### config.mk
export PLATFORM = sky130hd
export DESIGN_NAME = multi_reservoir_weighted_sampler
export DESIGN_NICKNAME = d
export VERILOG_FILES = /design/src/hw/rtl/mrws_pkg.sv /design/src/hw/rtl/mrws_unit.sv /design/src/hw/rtl/mrws_store.sv /design/src/hw/rtl/multi_reservoir_weighted_sampler.sv
export SDC_FILE = /design/constraint.sdc
export NUM_CORES = 2
export LEC_CHECK = 0
export ABC_AREA = 1
export BUFFER_PORTS_ARGS = -buffer_cell sky130_fd_sc_hd__buf_2
export CAP_MARGIN = 20
export CORE_UTILIZATION = 63
export CTS_BUF_LIST = sky130_fd_sc_hd__clkbuf_4
export CTS_CLUSTER_SIZE = 10
export DETAILED_ROUTE_END_ITERATION = 8
export GPL_ROUTABILITY_DRIVEN = 0
export PLACE_DENSITY_LB_ADDON = 0.05
export SYNTH_ARGS = -nofsm -noshare
export SYNTH_HDL_FRONTEND = slang
export SYNTH_SLANG_ARGS = --single-unit
### constraint.sdc
create_clock -name aclk -period 19.9 [get_ports aclk]
set_input_delay 3.98 -clock aclk [delete_from_list [all_inputs] [get_ports aclk]]
set_output_delay 3.98 -clock aclk [all_outputs]
set_load 0.01 [all_outputs]
### src/hw/rtl/mrws_pkg.sv
// mrws_pkg: item structs, reservoir record, shared unit op codes and widths
// for the multi-reservoir weighted sampler; no dependencies
package mrws_pkg;

    localparam int NUM_RESERVOIRS_DEF = 4;

    localparam int SLOT_W  = 6;
    localparam int POS_W   = 32;
    localparam int COLOR_W = 16;
    localparam int WEIGHT_W = 32;
    localparam int DRAW_W  = 16;
    localparam int SUM_W   = 32;
    localparam int CNT_W   = 32;
    localparam int TOTAL_W = 38;
    localparam int PROD_W  = DRAW_W + SUM_W;

    // shared unit op codes
    localparam logic [1:0] OP_LESS   = 2'd0;
    localparam logic [1:0] OP_ADDSAT = 2'd1;
    localparam logic [1:0] OP_MUL    = 2'd2;

    typedef struct packed {
        logic signed [POS_W-1:0] pos_x;
        logic signed [POS_W-1:0] pos_y;
        logic signed [POS_W-1:0] pos_z;
        logic [COLOR_W-1:0]      color_r;
        logic [COLOR_W-1:0]      color_g;
        logic [COLOR_W-1:0]      color_b;
        logic [WEIGHT_W-1:0]     cand_weight;
        logic [DRAW_W-1:0]       uniform_draw;
    } in_item_t;

    typedef struct packed {
        logic [SLOT_W-1:0]  chosen_slot;
        logic               replaced;
        logic [SUM_W-1:0]   slot_sum;
        logic [TOTAL_W-1:0] total_count;
    } out_item_t;

    // one reservoir as kept in the store
    typedef struct packed {
        logic [SUM_W-1:0]        sum;
        logic [CNT_W-1:0]        cnt;
        logic signed [POS_W-1:0] pos_x;
        logic signed [POS_W-1:0] pos_y;
        logic signed [POS_W-1:0] pos_z;
        logic [COLOR_W-1:0]      color_r;
        logic [COLOR_W-1:0]      color_g;
        logic [COLOR_W-1:0]      color_b;
    } rec_t;

    typedef struct packed {
        logic [1:0]        op;
        logic [PROD_W-1:0] a;
        logic [PROD_W-1:0] b;
    } unit_req_t;

endpackage

### src/hw/rtl/mrws_unit.sv
// mrws_unit: shared arithmetic unit (compare, saturating add, multiply)
// depends on mrws_pkg
module mrws_unit
    import mrws_pkg::*;
(
    input  unit_req_t         req,
    output logic [PROD_W-1:0] res
);

    logic [SUM_W:0] add_full;

    always_comb begin
        add_full = {1'b0, req.a[SUM_W-1:0]} + {1'b0, req.b[SUM_W-1:0]};
        case (req.op)
            OP_LESS: begin
                res = PROD_W'(req.a < req.b);
            end
            OP_ADDSAT: begin
                // clamp to all ones on carry out
                res = PROD_W'(add_full[SUM_W] ? {SUM_W{1'b1}} : add_full[SUM_W-1:0]);
            end
            OP_MUL: begin
                res = PROD_W'(req.a[DRAW_W-1:0]) * PROD_W'(req.b[SUM_W-1:0]);
            end
            default: begin
                res = '0;
            end
        endcase
    end

endmodule

### src/hw/rtl/mrws_store.sv
// mrws_store: reservoir record memory, one write and one registered read port,
// valid bit per entry so unwritten entries read as zero; depends on mrws_pkg
module mrws_store
    import mrws_pkg::*;
#(
    parameter int NUM_RESERVOIRS = NUM_RESERVOIRS_DEF,
    parameter int IDX_W = (NUM_RESERVOIRS > 1) ? $clog2(NUM_RESERVOIRS) : 1
) (
    input  logic             aclk,
    input  logic             aresetn,
    input  logic             rd_en,
    input  logic [IDX_W-1:0] rd_addr,
    output rec_t             rd_rec,
    input  logic             wr_en,
    input  logic [IDX_W-1:0] wr_addr,
    input  rec_t             wr_rec
);

    rec_t                    rec_mem [NUM_RESERVOIRS];
    rec_t                    rd_data_reg;
    logic                    rd_vld_reg;
    logic [NUM_RESERVOIRS-1:0] vld_reg;

    always_ff @(posedge aclk) begin
        if (wr_en) begin
            rec_mem[wr_addr] <= wr_rec;
        end
        if (rd_en) begin
            rd_data_reg <= rec_mem[rd_addr];
        end
    end

    always_ff @(posedge aclk) begin
        if (!aresetn) begin
            vld_reg    <= '0;
            rd_vld_reg <= 1'b0;
        end else begin
            if (wr_en) begin
                vld_reg[wr_addr] <= 1'b1;
            end
            if (rd_en) begin
                rd_vld_reg <= vld_reg[rd_addr];
            end
        end
    end

    assign rd_rec = rd_vld_reg ? rd_data_reg : '0;

endmodule

### src/hw/rtl/multi_reservoir_weighted_sampler.sv
// multi_reservoir_weighted_sampler: top level, sequencer around the shared unit
// depends on mrws_pkg, mrws_unit, mrws_store
//
//   channel | ports                    | carries
//   --------+--------------------------+---------------------------------------
//   input   | s_valid s_ready s_item   | candidate sample, weight, random draw
//   result  | m_valid m_ready m_item   | chosen slot, replaced, new sum, total
//
// an item is taken only in idle; it then passes through these steps:
// one store read per reservoir for the minimum search, one to drain the last
// read, then saturating add, multiply and the replacement decision
// a new item is not taken before the last one has left the decision step
// the single read port of the reservoir store paces the minimum search
// reset is synchronous, active low; all reservoirs read as zero afterwards
// a result not yet taken holds the decision step until the output register frees
module multi_reservoir_weighted_sampler
    import mrws_pkg::*;
#(
    parameter int NUM_RESERVOIRS = NUM_RESERVOIRS_DEF
) (
    input  logic      aclk,
    input  logic      aresetn,
    input  logic      s_valid,
    output logic      s_ready,
    input  in_item_t  s_item,
    output logic      m_valid,
    input  logic      m_ready,
    output out_item_t m_item
);

    localparam int IDX_W = (NUM_RESERVOIRS > 1) ? $clog2(NUM_RESERVOIRS) : 1;
    localparam logic [IDX_W-1:0] LAST_IDX = IDX_W'(NUM_RESERVOIRS - 1);

    // sequencer codes
    localparam logic [2:0] ST_IDLE     = 3'd0;
    localparam logic [2:0] ST_SCAN     = 3'd1;
    localparam logic [2:0] ST_SCAN_END = 3'd2;
    localparam logic [2:0] ST_ADD      = 3'd3;
    localparam logic [2:0] ST_MUL      = 3'd4;
    localparam logic [2:0] ST_DECIDE   = 3'd5;

    logic [2:0]       state_reg, state_next;
    logic [IDX_W-1:0] issue_idx_reg, issue_idx_next;
    logic [IDX_W-1:0] cmp_idx_reg, cmp_idx_next;
    logic             cmp_ok_reg, cmp_ok_next;
    logic [IDX_W-1:0] best_idx_reg, best_idx_next;
    rec_t             best_rec_reg, best_rec_next;
    in_item_t         item_reg, item_next;
    logic [SUM_W-1:0] sum_reg, sum_next;
    logic [CNT_W-1:0] cnt_reg, cnt_next;
    logic [PROD_W-1:0] prod_reg, prod_next;
    logic [TOTAL_W-1:0] total_reg, total_next;
    logic             m_valid_reg, m_valid_next;
    out_item_t        m_item_reg, m_item_next;

    // store and shared unit hookup
    logic             rd_en;
    logic [IDX_W-1:0] rd_addr;
    rec_t             rd_rec;
    logic             wr_en;
    rec_t             wr_rec;
    unit_req_t        unit_req;
    logic [PROD_W-1:0] unit_res;

    logic             out_free;
    logic             take;

    mrws_store #(
        .NUM_RESERVOIRS (NUM_RESERVOIRS),
        .IDX_W          (IDX_W)
    ) u_store (
        .aclk    (aclk),
        .aresetn (aresetn),
        .rd_en   (rd_en),
        .rd_addr (rd_addr),
        .rd_rec  (rd_rec),
        .wr_en   (wr_en),
        .wr_addr (best_idx_reg),
        .wr_rec  (wr_rec)
    );

    mrws_unit u_unit (
        .req (unit_req),
        .res (unit_res)
    );

    assign out_free = !m_valid_reg || m_ready;
    assign s_ready  = (state_reg == ST_IDLE);
    assign m_valid  = m_valid_reg;
    assign m_item   = m_item_reg;
    assign take     = unit_res[0];

    // operand select for the shared unit, from registered values only
    always_comb begin
        // default unit use: minimum search compare of the arriving entry
        unit_req.op = OP_LESS;
        unit_req.a  = PROD_W'(rd_rec.sum);
        unit_req.b  = PROD_W'(best_rec_reg.sum);
        case (state_reg)
            ST_ADD: begin
                unit_req.op = OP_ADDSAT;
                unit_req.a  = PROD_W'(best_rec_reg.sum);
                unit_req.b  = PROD_W'(item_reg.cand_weight);
            end
            ST_MUL: begin
                // draw * new sum, registered before the compare
                unit_req.op = OP_MUL;
                unit_req.a  = PROD_W'(item_reg.uniform_draw);
                unit_req.b  = PROD_W'(sum_reg);
            end
            ST_DECIDE: begin
                // replace when draw * sum < weight * 2^16
                unit_req.op = OP_LESS;
                unit_req.a  = prod_reg;
                unit_req.b  = {item_reg.cand_weight, {(PROD_W - WEIGHT_W){1'b0}}};
            end
            default: begin
            end
        endcase
    end

    always_comb begin
        state_next     = state_reg;
        issue_idx_next = issue_idx_reg;
        cmp_idx_next   = cmp_idx_reg;
        cmp_ok_next    = cmp_ok_reg;
        best_idx_next  = best_idx_reg;
        best_rec_next  = best_rec_reg;
        item_next      = item_reg;
        sum_next       = sum_reg;
        cnt_next       = cnt_reg;
        prod_next      = prod_reg;
        total_next     = total_reg;
        m_valid_next   = m_valid_reg && !m_ready;
        m_item_next    = m_item_reg;
        rd_en          = 1'b0;
        rd_addr        = issue_idx_reg;
        wr_en          = 1'b0;
        wr_rec         = best_rec_reg;

        case (state_reg)
            ST_IDLE: begin
                if (s_valid) begin
                    item_next      = s_item;
                    issue_idx_next = '0;
                    cmp_ok_next    = 1'b0;
                    state_next     = ST_SCAN;
                end
            end
            ST_SCAN: begin
                // issue one read per cycle, compare the previous one
                rd_en        = 1'b1;
                cmp_idx_next = issue_idx_reg;
                cmp_ok_next  = 1'b1;
                if (cmp_ok_reg && ((cmp_idx_reg == '0) || take)) begin
                    best_rec_next = rd_rec;
                    best_idx_next = cmp_idx_reg;
                end
                if (issue_idx_reg == LAST_IDX) begin
                    state_next = ST_SCAN_END;
                end else begin
                    issue_idx_next = issue_idx_reg + IDX_W'(1);
                end
            end
            ST_SCAN_END: begin
                // last read arrives; strict less keeps the lowest index on ties
                if ((cmp_idx_reg == '0) || take) begin
                    best_rec_next = rd_rec;
                    best_idx_next = cmp_idx_reg;
                end
                cmp_ok_next = 1'b0;
                state_next  = ST_ADD;
            end
            ST_ADD: begin
                sum_next    = unit_res[SUM_W-1:0];
                cnt_next    = (best_rec_reg.cnt == {CNT_W{1'b1}}) ? best_rec_reg.cnt
                                                                 : best_rec_reg.cnt + CNT_W'(1);
                state_next  = ST_MUL;
            end
            ST_MUL: begin
                prod_next   = unit_res;
                state_next  = ST_DECIDE;
            end
            ST_DECIDE: begin
                if (out_free) begin
                    wr_en      = 1'b1;
                    wr_rec.sum = sum_reg;
                    wr_rec.cnt = cnt_reg;
                    if (take) begin
                        wr_rec.pos_x   = item_reg.pos_x;
                        wr_rec.pos_y   = item_reg.pos_y;
                        wr_rec.pos_z   = item_reg.pos_z;
                        wr_rec.color_r = item_reg.color_r;
                        wr_rec.color_g = item_reg.color_g;
                        wr_rec.color_b = item_reg.color_b;
                    end
                    // running total moves only when the count did not saturate
                    total_next = total_reg + TOTAL_W'(cnt_reg != best_rec_reg.cnt);
                    m_item_next.chosen_slot = SLOT_W'(best_idx_reg);
                    m_item_next.replaced    = take;
                    m_item_next.slot_sum    = sum_reg;
                    m_item_next.total_count = total_next;
                    m_valid_next = 1'b1;
                    state_next   = ST_IDLE;
                end
            end
            default: begin
                state_next = ST_IDLE;
            end
        endcase
    end

    always_ff @(posedge aclk) begin
        if (!aresetn) begin
            state_reg   <= ST_IDLE;
            cmp_ok_reg  <= 1'b0;
            total_reg   <= '0;
            m_valid_reg <= 1'b0;
        end else begin
            state_reg   <= state_next;
            cmp_ok_reg  <= cmp_ok_next;
            total_reg   <= total_next;
            m_valid_reg <= m_valid_next;
        end
    end

    // payload and working registers
    always_ff @(posedge aclk) begin
        issue_idx_reg <= issue_idx_next;
        cmp_idx_reg   <= cmp_idx_next;
        best_idx_reg  <= best_idx_next;
        best_rec_reg  <= best_rec_next;
        item_reg      <= item_next;
        sum_reg       <= sum_next;
        cnt_reg       <= cnt_next;
        prod_reg      <= prod_next;
        m_item_reg    <= m_item_next;
    end

    // chosen slot always names an existing reservoir
    a_slot_range: assert property (@(posedge aclk) disable iff (!aresetn)
        m_valid |-> ({1'b0, m_item.chosen_slot} < 7'(NUM_RESERVOIRS)))
        else $error("chosen slot out of range");

    // a zero sum can never lead to a replacement
    a_no_take_zero: assert property (@(posedge aclk) disable iff (!aresetn)
        (m_valid && m_item.replaced) |-> (m_item.slot_sum != '0))
        else $error("replacement with zero sum");

    // an accepted item keeps the input closed on the next cycle
    a_busy_after_accept: assert property (@(posedge aclk) disable iff (!aresetn)
        (s_valid && s_ready) |=> !s_ready)
        else $error("input open right after accept");

    // running count total never decreases
    a_total_mono: assert property (@(posedge aclk) disable iff (!aresetn)
        $past(aresetn) |-> (total_reg >= $past(total_reg)))
        else $error("total count decreased");

endmodule
# ---- Word level (Yosys, flattened, before mapping)
# Memories as Yosys holds them, arrays and structs flattened. A register that Yosys moved wholly into a read port is not among the register bits.
# Index checks and enable logic that the tools add are counted.
dict set report totals {
  regBits 639
  ramBits 832
  out_inout_bits 79
  word_cells 112
  mem_count 1
}
dict set report op_classes {
  n_addsub 4
  n_mul 1
  n_lt_le_gt_ge 4
  eq_ne 16
  mux 34
  bitwise 1
  n_reduce_logical 19
}
# name depth width read_ports rd_clocked_by_memory_dff write_ports line
set memory_table {}
lappend memory_table {u_store.rec_mem 4 208 1 1 1 mrws_store.sv:19} ;# rec_t rec_mem [NUM_RESERVOIRS];
# cell n
set ops {}
lappend ops {{2-to-1 mux 208 bit} 5}
lappend ops {{case mux 208 bit (2 select lines)} 1}
lappend ops {{case mux 98 bit (3 select lines)} 1}
lappend ops {{2-to-1 mux 144 bit} 1}
lappend ops {{case mux 48 bit (3 select lines)} 1}
lappend ops {{2-to-1 mux 32 bit} 2}
lappend ops {{less-than comparator 48 bit} 1}
lappend ops {{multiplier 16 x 32 -> 48 bit} 1}
lappend ops {{adder 38 x 1 -> 38 bit} 1}
lappend ops {{adder 32 x 32 -> 33 bit} 1}
lappend ops {{adder 32 x 1 -> 32 bit (second input constant)} 1}
lappend ops {{== test 32 bit (second input constant)} 1}
lappend ops {{!= test 32 bit} 1}
lappend ops {{case mux 3 bit (6 select lines)} 1}
lappend ops {{!= test 2 bit (second input constant)} 6}
lappend ops {{2-to-1 mux 1 bit} 10}
lappend ops {{2-to-1 mux 3 bit} 3}
lappend ops {{AND reduction 3 bit} 3}
lappend ops {{2-to-1 mux 2 bit} 4}
lappend ops {{case mux 2 bit (2 select lines)} 2}
lappend ops {{== test 3 x 2 -> 1 bit (second input constant)} 2}
lappend ops {{== test 3 bit (second input constant)} 2}
lappend ops {{less-than comparator 2 x 3 -> 1 bit (second input constant)} 2}
lappend ops {{AND reduction 2 bit} 3}
lappend ops {{16 further kinds} 23}

# ---- Logic depth before layout (Yosys ltp)
dict set report logic_depth {
  word_depth 9
  ltp_mapped 37
  ltp_nobuf 35
}

# ---- Hierarchy
# Synthesis repeated with hierarchy kept, for this count alone.
dict set report unflattened {
  cells_unflattened 7939
  area_unflattened_um2 86130.1
}
# mod n_inst cells_per_inst area_each_um2
set modules_own_cells {}
lappend modules_own_cells {mrws_store 1 2690 38684.6}
lappend modules_own_cells {multi_reservoir_weighted_sampler 1 2031 25991.2}
lappend modules_own_cells {mrws_unit 1 3218 21454.3}

# ---- Worst setup path before layout
# No wires, ideal clock.
dict set report synth_path {
  path_kind {input -> register}
  from {in m_ready}
  to {mem u_store.rec_mem[1][144] in the netlist's numbering (enable)}
  setup_time_ns 0.567
  arrival_ns 8.886
  t_required_ns 19.333
  path_slack_ns 10.447
  stages 5
  path_buffers 1
  path_cell_list {nor2_1 > nor2_1 > inv_2 > buf_2 > nor3_1}
}
dict set report synth_between {
  elab_chain_len 5
}
# element line
set synth_rtl {}
lappend synth_rtl {{from (decl)} multi_reservoir_weighted_sampler.sv:27} ;# input logic m_ready,
lappend synth_rtl {{logical OR 1 bit} multi_reservoir_weighted_sampler.sv:87} ;# assign out_free = !m_valid_reg || m_ready;
lappend synth_rtl {{2-to-1 mux 1 bit} multi_reservoir_weighted_sampler.sv:185} ;# if (out_free) begin
lappend synth_rtl {{2-to-1 mux 1 bit} multi_reservoir_weighted_sampler.sv:141} ;# case (state_reg)
lappend synth_rtl {{2-to-1 mux 1 bit} mrws_store.sv:25} ;# if (wr_en) begin
lappend synth_rtl {{2-to-1 mux 1 bit (implied by the code)} mrws_store.sv:26} ;# rec_mem[wr_addr] <= wr_rec;
lappend synth_rtl {{to (decl)} mrws_store.sv:19}
# No other way between the ends.

# ---- Worst setup path in the final report
dict set report layout_path {
  from {reg state_reg[2]}
  to {reg prod_reg[26] (data pin)}
}
dict set report layout_between {
  elab_chain_len 5
  elab_cells_between_ends 11
}
# element line
set layout_rtl {}
lappend layout_rtl {{from (decl)} multi_reservoir_weighted_sampler.sv:42} ;# logic [2:0] state_reg, state_next;
lappend layout_rtl {{from (signal assigned)} multi_reservoir_weighted_sampler.sv:220} ;# state_reg <= state_next;
lappend layout_rtl {{== test 3 bit / == test 3 x 2 -> 1 bit (equally long branches)} multi_reservoir_weighted_sampler.sv:99} ;# case (state_reg)
lappend layout_rtl {{case mux 98 bit (3 select lines) *} multi_reservoir_weighted_sampler.sv:99}
lappend layout_rtl {{branches (longest 2 deep; another with multiplier 16 x 32 -> 48 bit)} --}
lappend layout_rtl {{case mux 48 bit (3 select lines) *} mrws_unit.sv:14} ;# case (req.op)
lappend layout_rtl {{net u_unit.res[26]} mrws_unit.sv:7} ;# output logic [PROD_W-1:0] res
lappend layout_rtl {{to (signal assigned)} multi_reservoir_weighted_sampler.sv:236} ;# prod_reg <= prod_next;
lappend layout_rtl {{to (decl)} multi_reservoir_weighted_sampler.sv:51} ;# logic [PROD_W-1:0] prod_reg, prod_next;
# Mark *: on every way through the listed nets, which the timed path passes.
# A chain may end at the register's enable or synchronous reset.

==> impl_metrics.json <==
{
  "clock_latency_ns": 1.06,
  "synthesis.area_per_instance_um2": 9.29,
  "cts_root_buffer": "clkbuf_4",
  "clk_pin_slew_ns": 0.07,
  "drt_iter0_markers": 4240,
  "synth_seq_cells": 671,
  "path_class": "reg -> reg",
  "count_of_unique_library_cells_instantiated_by_yosys": 56,
  "synth_top_cells_by_area": "edfxtp_1 39%, fa_1 18%, nand2_1 8.6%, inv_1 6.8%, ha_1 5.4%",
  "row_count": 100,
  "postCtsHoldBufs": 0,
  "crit_arrival_ns": 11.08,
  "worst_path_most_repeated_cell": "fa_1",
  "critical_path_required_ns": 20.61,
  "rsz0062_at_grt": "no",
  "setup-violations-final": 0,
  "timing.critical_path.slowest_stage_cell": "buf_4",
  "syn2layout_area_growth_pct": 7.73,
  "cts-htree-levels": 4,
  "period_minus_slack_ns": 10.37,
  "vias_in_the_first_global_route": 35700,
  "cts_buffer_depth": 3,
  "grt_remaining_overflow": 0,
  "pwr-share-comb": 0.480,
  "critical_path_startpoint_category": "register",
  "max_stage_delay_ns": 0.74,
  "cts_buffers": 169,
  "netSwitchingPower_mw": 2.53,
  "global_route_wire_length_before_repair_um": 209000,
  "final_min_period_over_clock_period": 0.521,
  "routed_via_density": 5.83,
  "cell_internal_pwr_mw": 3.14,
  "cts_sinks": 671,
  "via_count": 37100,
  "yosysWarningCount": 0,
  "power.clock.fraction": 0.210,
  "filler_cell_count": 5982,
  "setup_total_negative_slack_ns": 0,
  "grt_max_degree": 106,
  "design.final.nets": 6084,
  "worst-slew-pin-transition_ns": 1.13,
  "run_status": "completed",
  "synthDominantCellAreaShare": 0.395,
  "initial_core_utilization": 0.637,
  "drt-pass1-iter-count": 6,
  "number_of_antenna_violations_at_the_first_check_in_global_routing": 10,
  "syn_area_um2": 47400,
  "finalHoldViolations": 0,
  "netlist.top_cell.by_area": "edfxtp_1",
  "max_cap_violations": 0,
  "synth_most_common_cell": "nand2_1",
  "post-dp-hpwl_um": 100000,
  "number_of_buffers_inserted_by_port_buffering": 126,
  "skew_ns": 0.114,
  "fmax_mhz": 96.4,
  "cts_setup_buffers": 0,
  "drcViolationCount": 0,
  "max-slew-margin-rel": 0.249,
  "crit_path_end_kind": "register",
  "power_leakage_nw": 22.4,
  "postSynthCellCount": 5105,
  "number_of_gates_given_a_new_drive_strength_after_cts": 0,
  "synth_enable_flop_cells": 623,
  "post_route_cells_drive_above_1_share": 0.102,
  "power.density_nw_per_um2": 111,
  "clock_tree_from_tritoncts": "yes",
  "wl_per_cell_um": 21.3,
  "asyncSetResetFlopFracSynth": 0,
  "full_die_area_um2": 76300,
  "route.antenna.remaining_nets": 0,
  "die_height_um": 276,
  "design.core.area_um2": 74400,
  "top_flip_flop_cell_by_instance_count_after_synthesis": "edfxtp_1",
  "largest_register_ff_count": 256,
  "worst_vdd_drop_mv": 0.0715,
  "report.final.slew_viol_count": 0,
  "power_frac_seq": 0.309,
  "power_mw": 5.67,
  "timing.hold.worst.class": "reg -> reg",
  "grt_usage": 0.364,
  "synthTopCellsByCount": "1084 x nand2_1, 859 x inv_1, 623 x edfxtp_1, 623 x nor2_1, 419 x fa_1",
  "cp_max_fo": 64,
  "number_of_placed_i_o_pins": 275,
  "net_switching_share_of_the_total_power": 0.447,
  "synth-seq-area-share": 0.415,
  "wire_length_reported_by_the_detailed_router_um": 136000,
  "die_width_um": 276
}
-- layer usage --
metal	wire [µm]	vias to the layer above	GRT usage
met1	53900	17900	0.497
met5	86	-	0
met3	15400	422	0.101
met2	57600	2111	0.522
li1	-	16700	-
met4	9080	8	0.223
-- cells in the final DEF, fill, tap and decap left out, types with 39 or more instances in the layout --
cell type and instances:
o22ai_1 65, buf_4 44, ha_1 204, nand4_1 40, edfxtp_1 623, fa_1 419
nor3_1 39, inv_1 857, nand3_1 122, buf_2 126, a21oi_1 164, clkbuf_4 246
o21ai_0 315, nand2_1 1084, nor2_1 618, dfxtp_1 47, xor2_1 64
-- kinds of logic after synthesis --
kind of cell / after synthesis / synth area share
other: 1 / 0.0000791
DFF: 671 / 0.415
buffers and inverters: 1077 / 0.0891
adders and majority gates: 623 / 0.231
AOI/OAI and AO/OA: 661 / 0.0790
xor gates and xnor gates: 95 / 0.0176
and+or+nand+nor: 1977 / 0.169
-- path summary, 6_finish.rpt --
check | start | endpoint | slack [ns] | cells past startpoint
worst max-delay path | state_reg[2] | prod_reg[26] | 9.53 | 29
worst min-delay path | cmp_idx_reg[0] | best_idx_reg[0] | 0.46 | 0
worst max register to register | state_reg[2] | prod_reg[26] | 9.53 | 29
worst min register to register | cmp_idx_reg[0] | best_idx_reg[0] | 0.46 | 0
-- metrics by stage --
stage | util | hold WS (ns) | instance area [µm²] | cells | setup slack, ns
floorplan | - | 0.427 | 47400 | 5108 | 10.45
global placement | 0.655 | 0.430 | 48800 | 6060 | 9.97
detailed placement | 0.655 | 0.452 | 48800 | 6060 | 9.85
CTS | 0.685 | 0.467 | 51000 | 6361 | 9.85
global route | 0.686 | 0.478 | 51000 | 6367 | 9.22
finish | 0.686 | 0.461 | 51100 | 6375 | 9.53
-- critical path, delay by kind of cell (launching register included) --
| kind | cells | cell delay, ns |
|---|---|---|
| flip-flops | 1 | 0.47 |
| AND/OR/NAND/NOR | 9 | 2.05 |
| AO/OA/AOI/OAI | 4 | 1.25 |
| adder cells (fa/ha/maj) | 7 | 3.52 |
| buffers and inverters | 9 | 2.67 |
-- cell type report --
type	count	area [µm²]	area share
inverters	890	3340	0.0655
flip-flops and latches	671	19700	0.385
well taps	969	1210	0.0237
clock buffers	246	1850	0.0362
clock inverters	55	360	0.00706
diodes	11	27.5	0.000539
repair buffers	173	1030	0.0201
multi-input cells	3360	23600	0.462
-- power groups by stage --
stage	clock network [mW]	registers (mW)	logic, mW
2_1_floorplan	0	1.74	1.87
3_3_place_gp	0	1.78	2.58
3_5_place_dp	0	1.78	2.63
4_1_cts	1.22	1.75	2.65
5_1_grt	1.29	1.76	3.02
6_report	1.19	1.75	2.72
(Power assumes the default switching activity.)
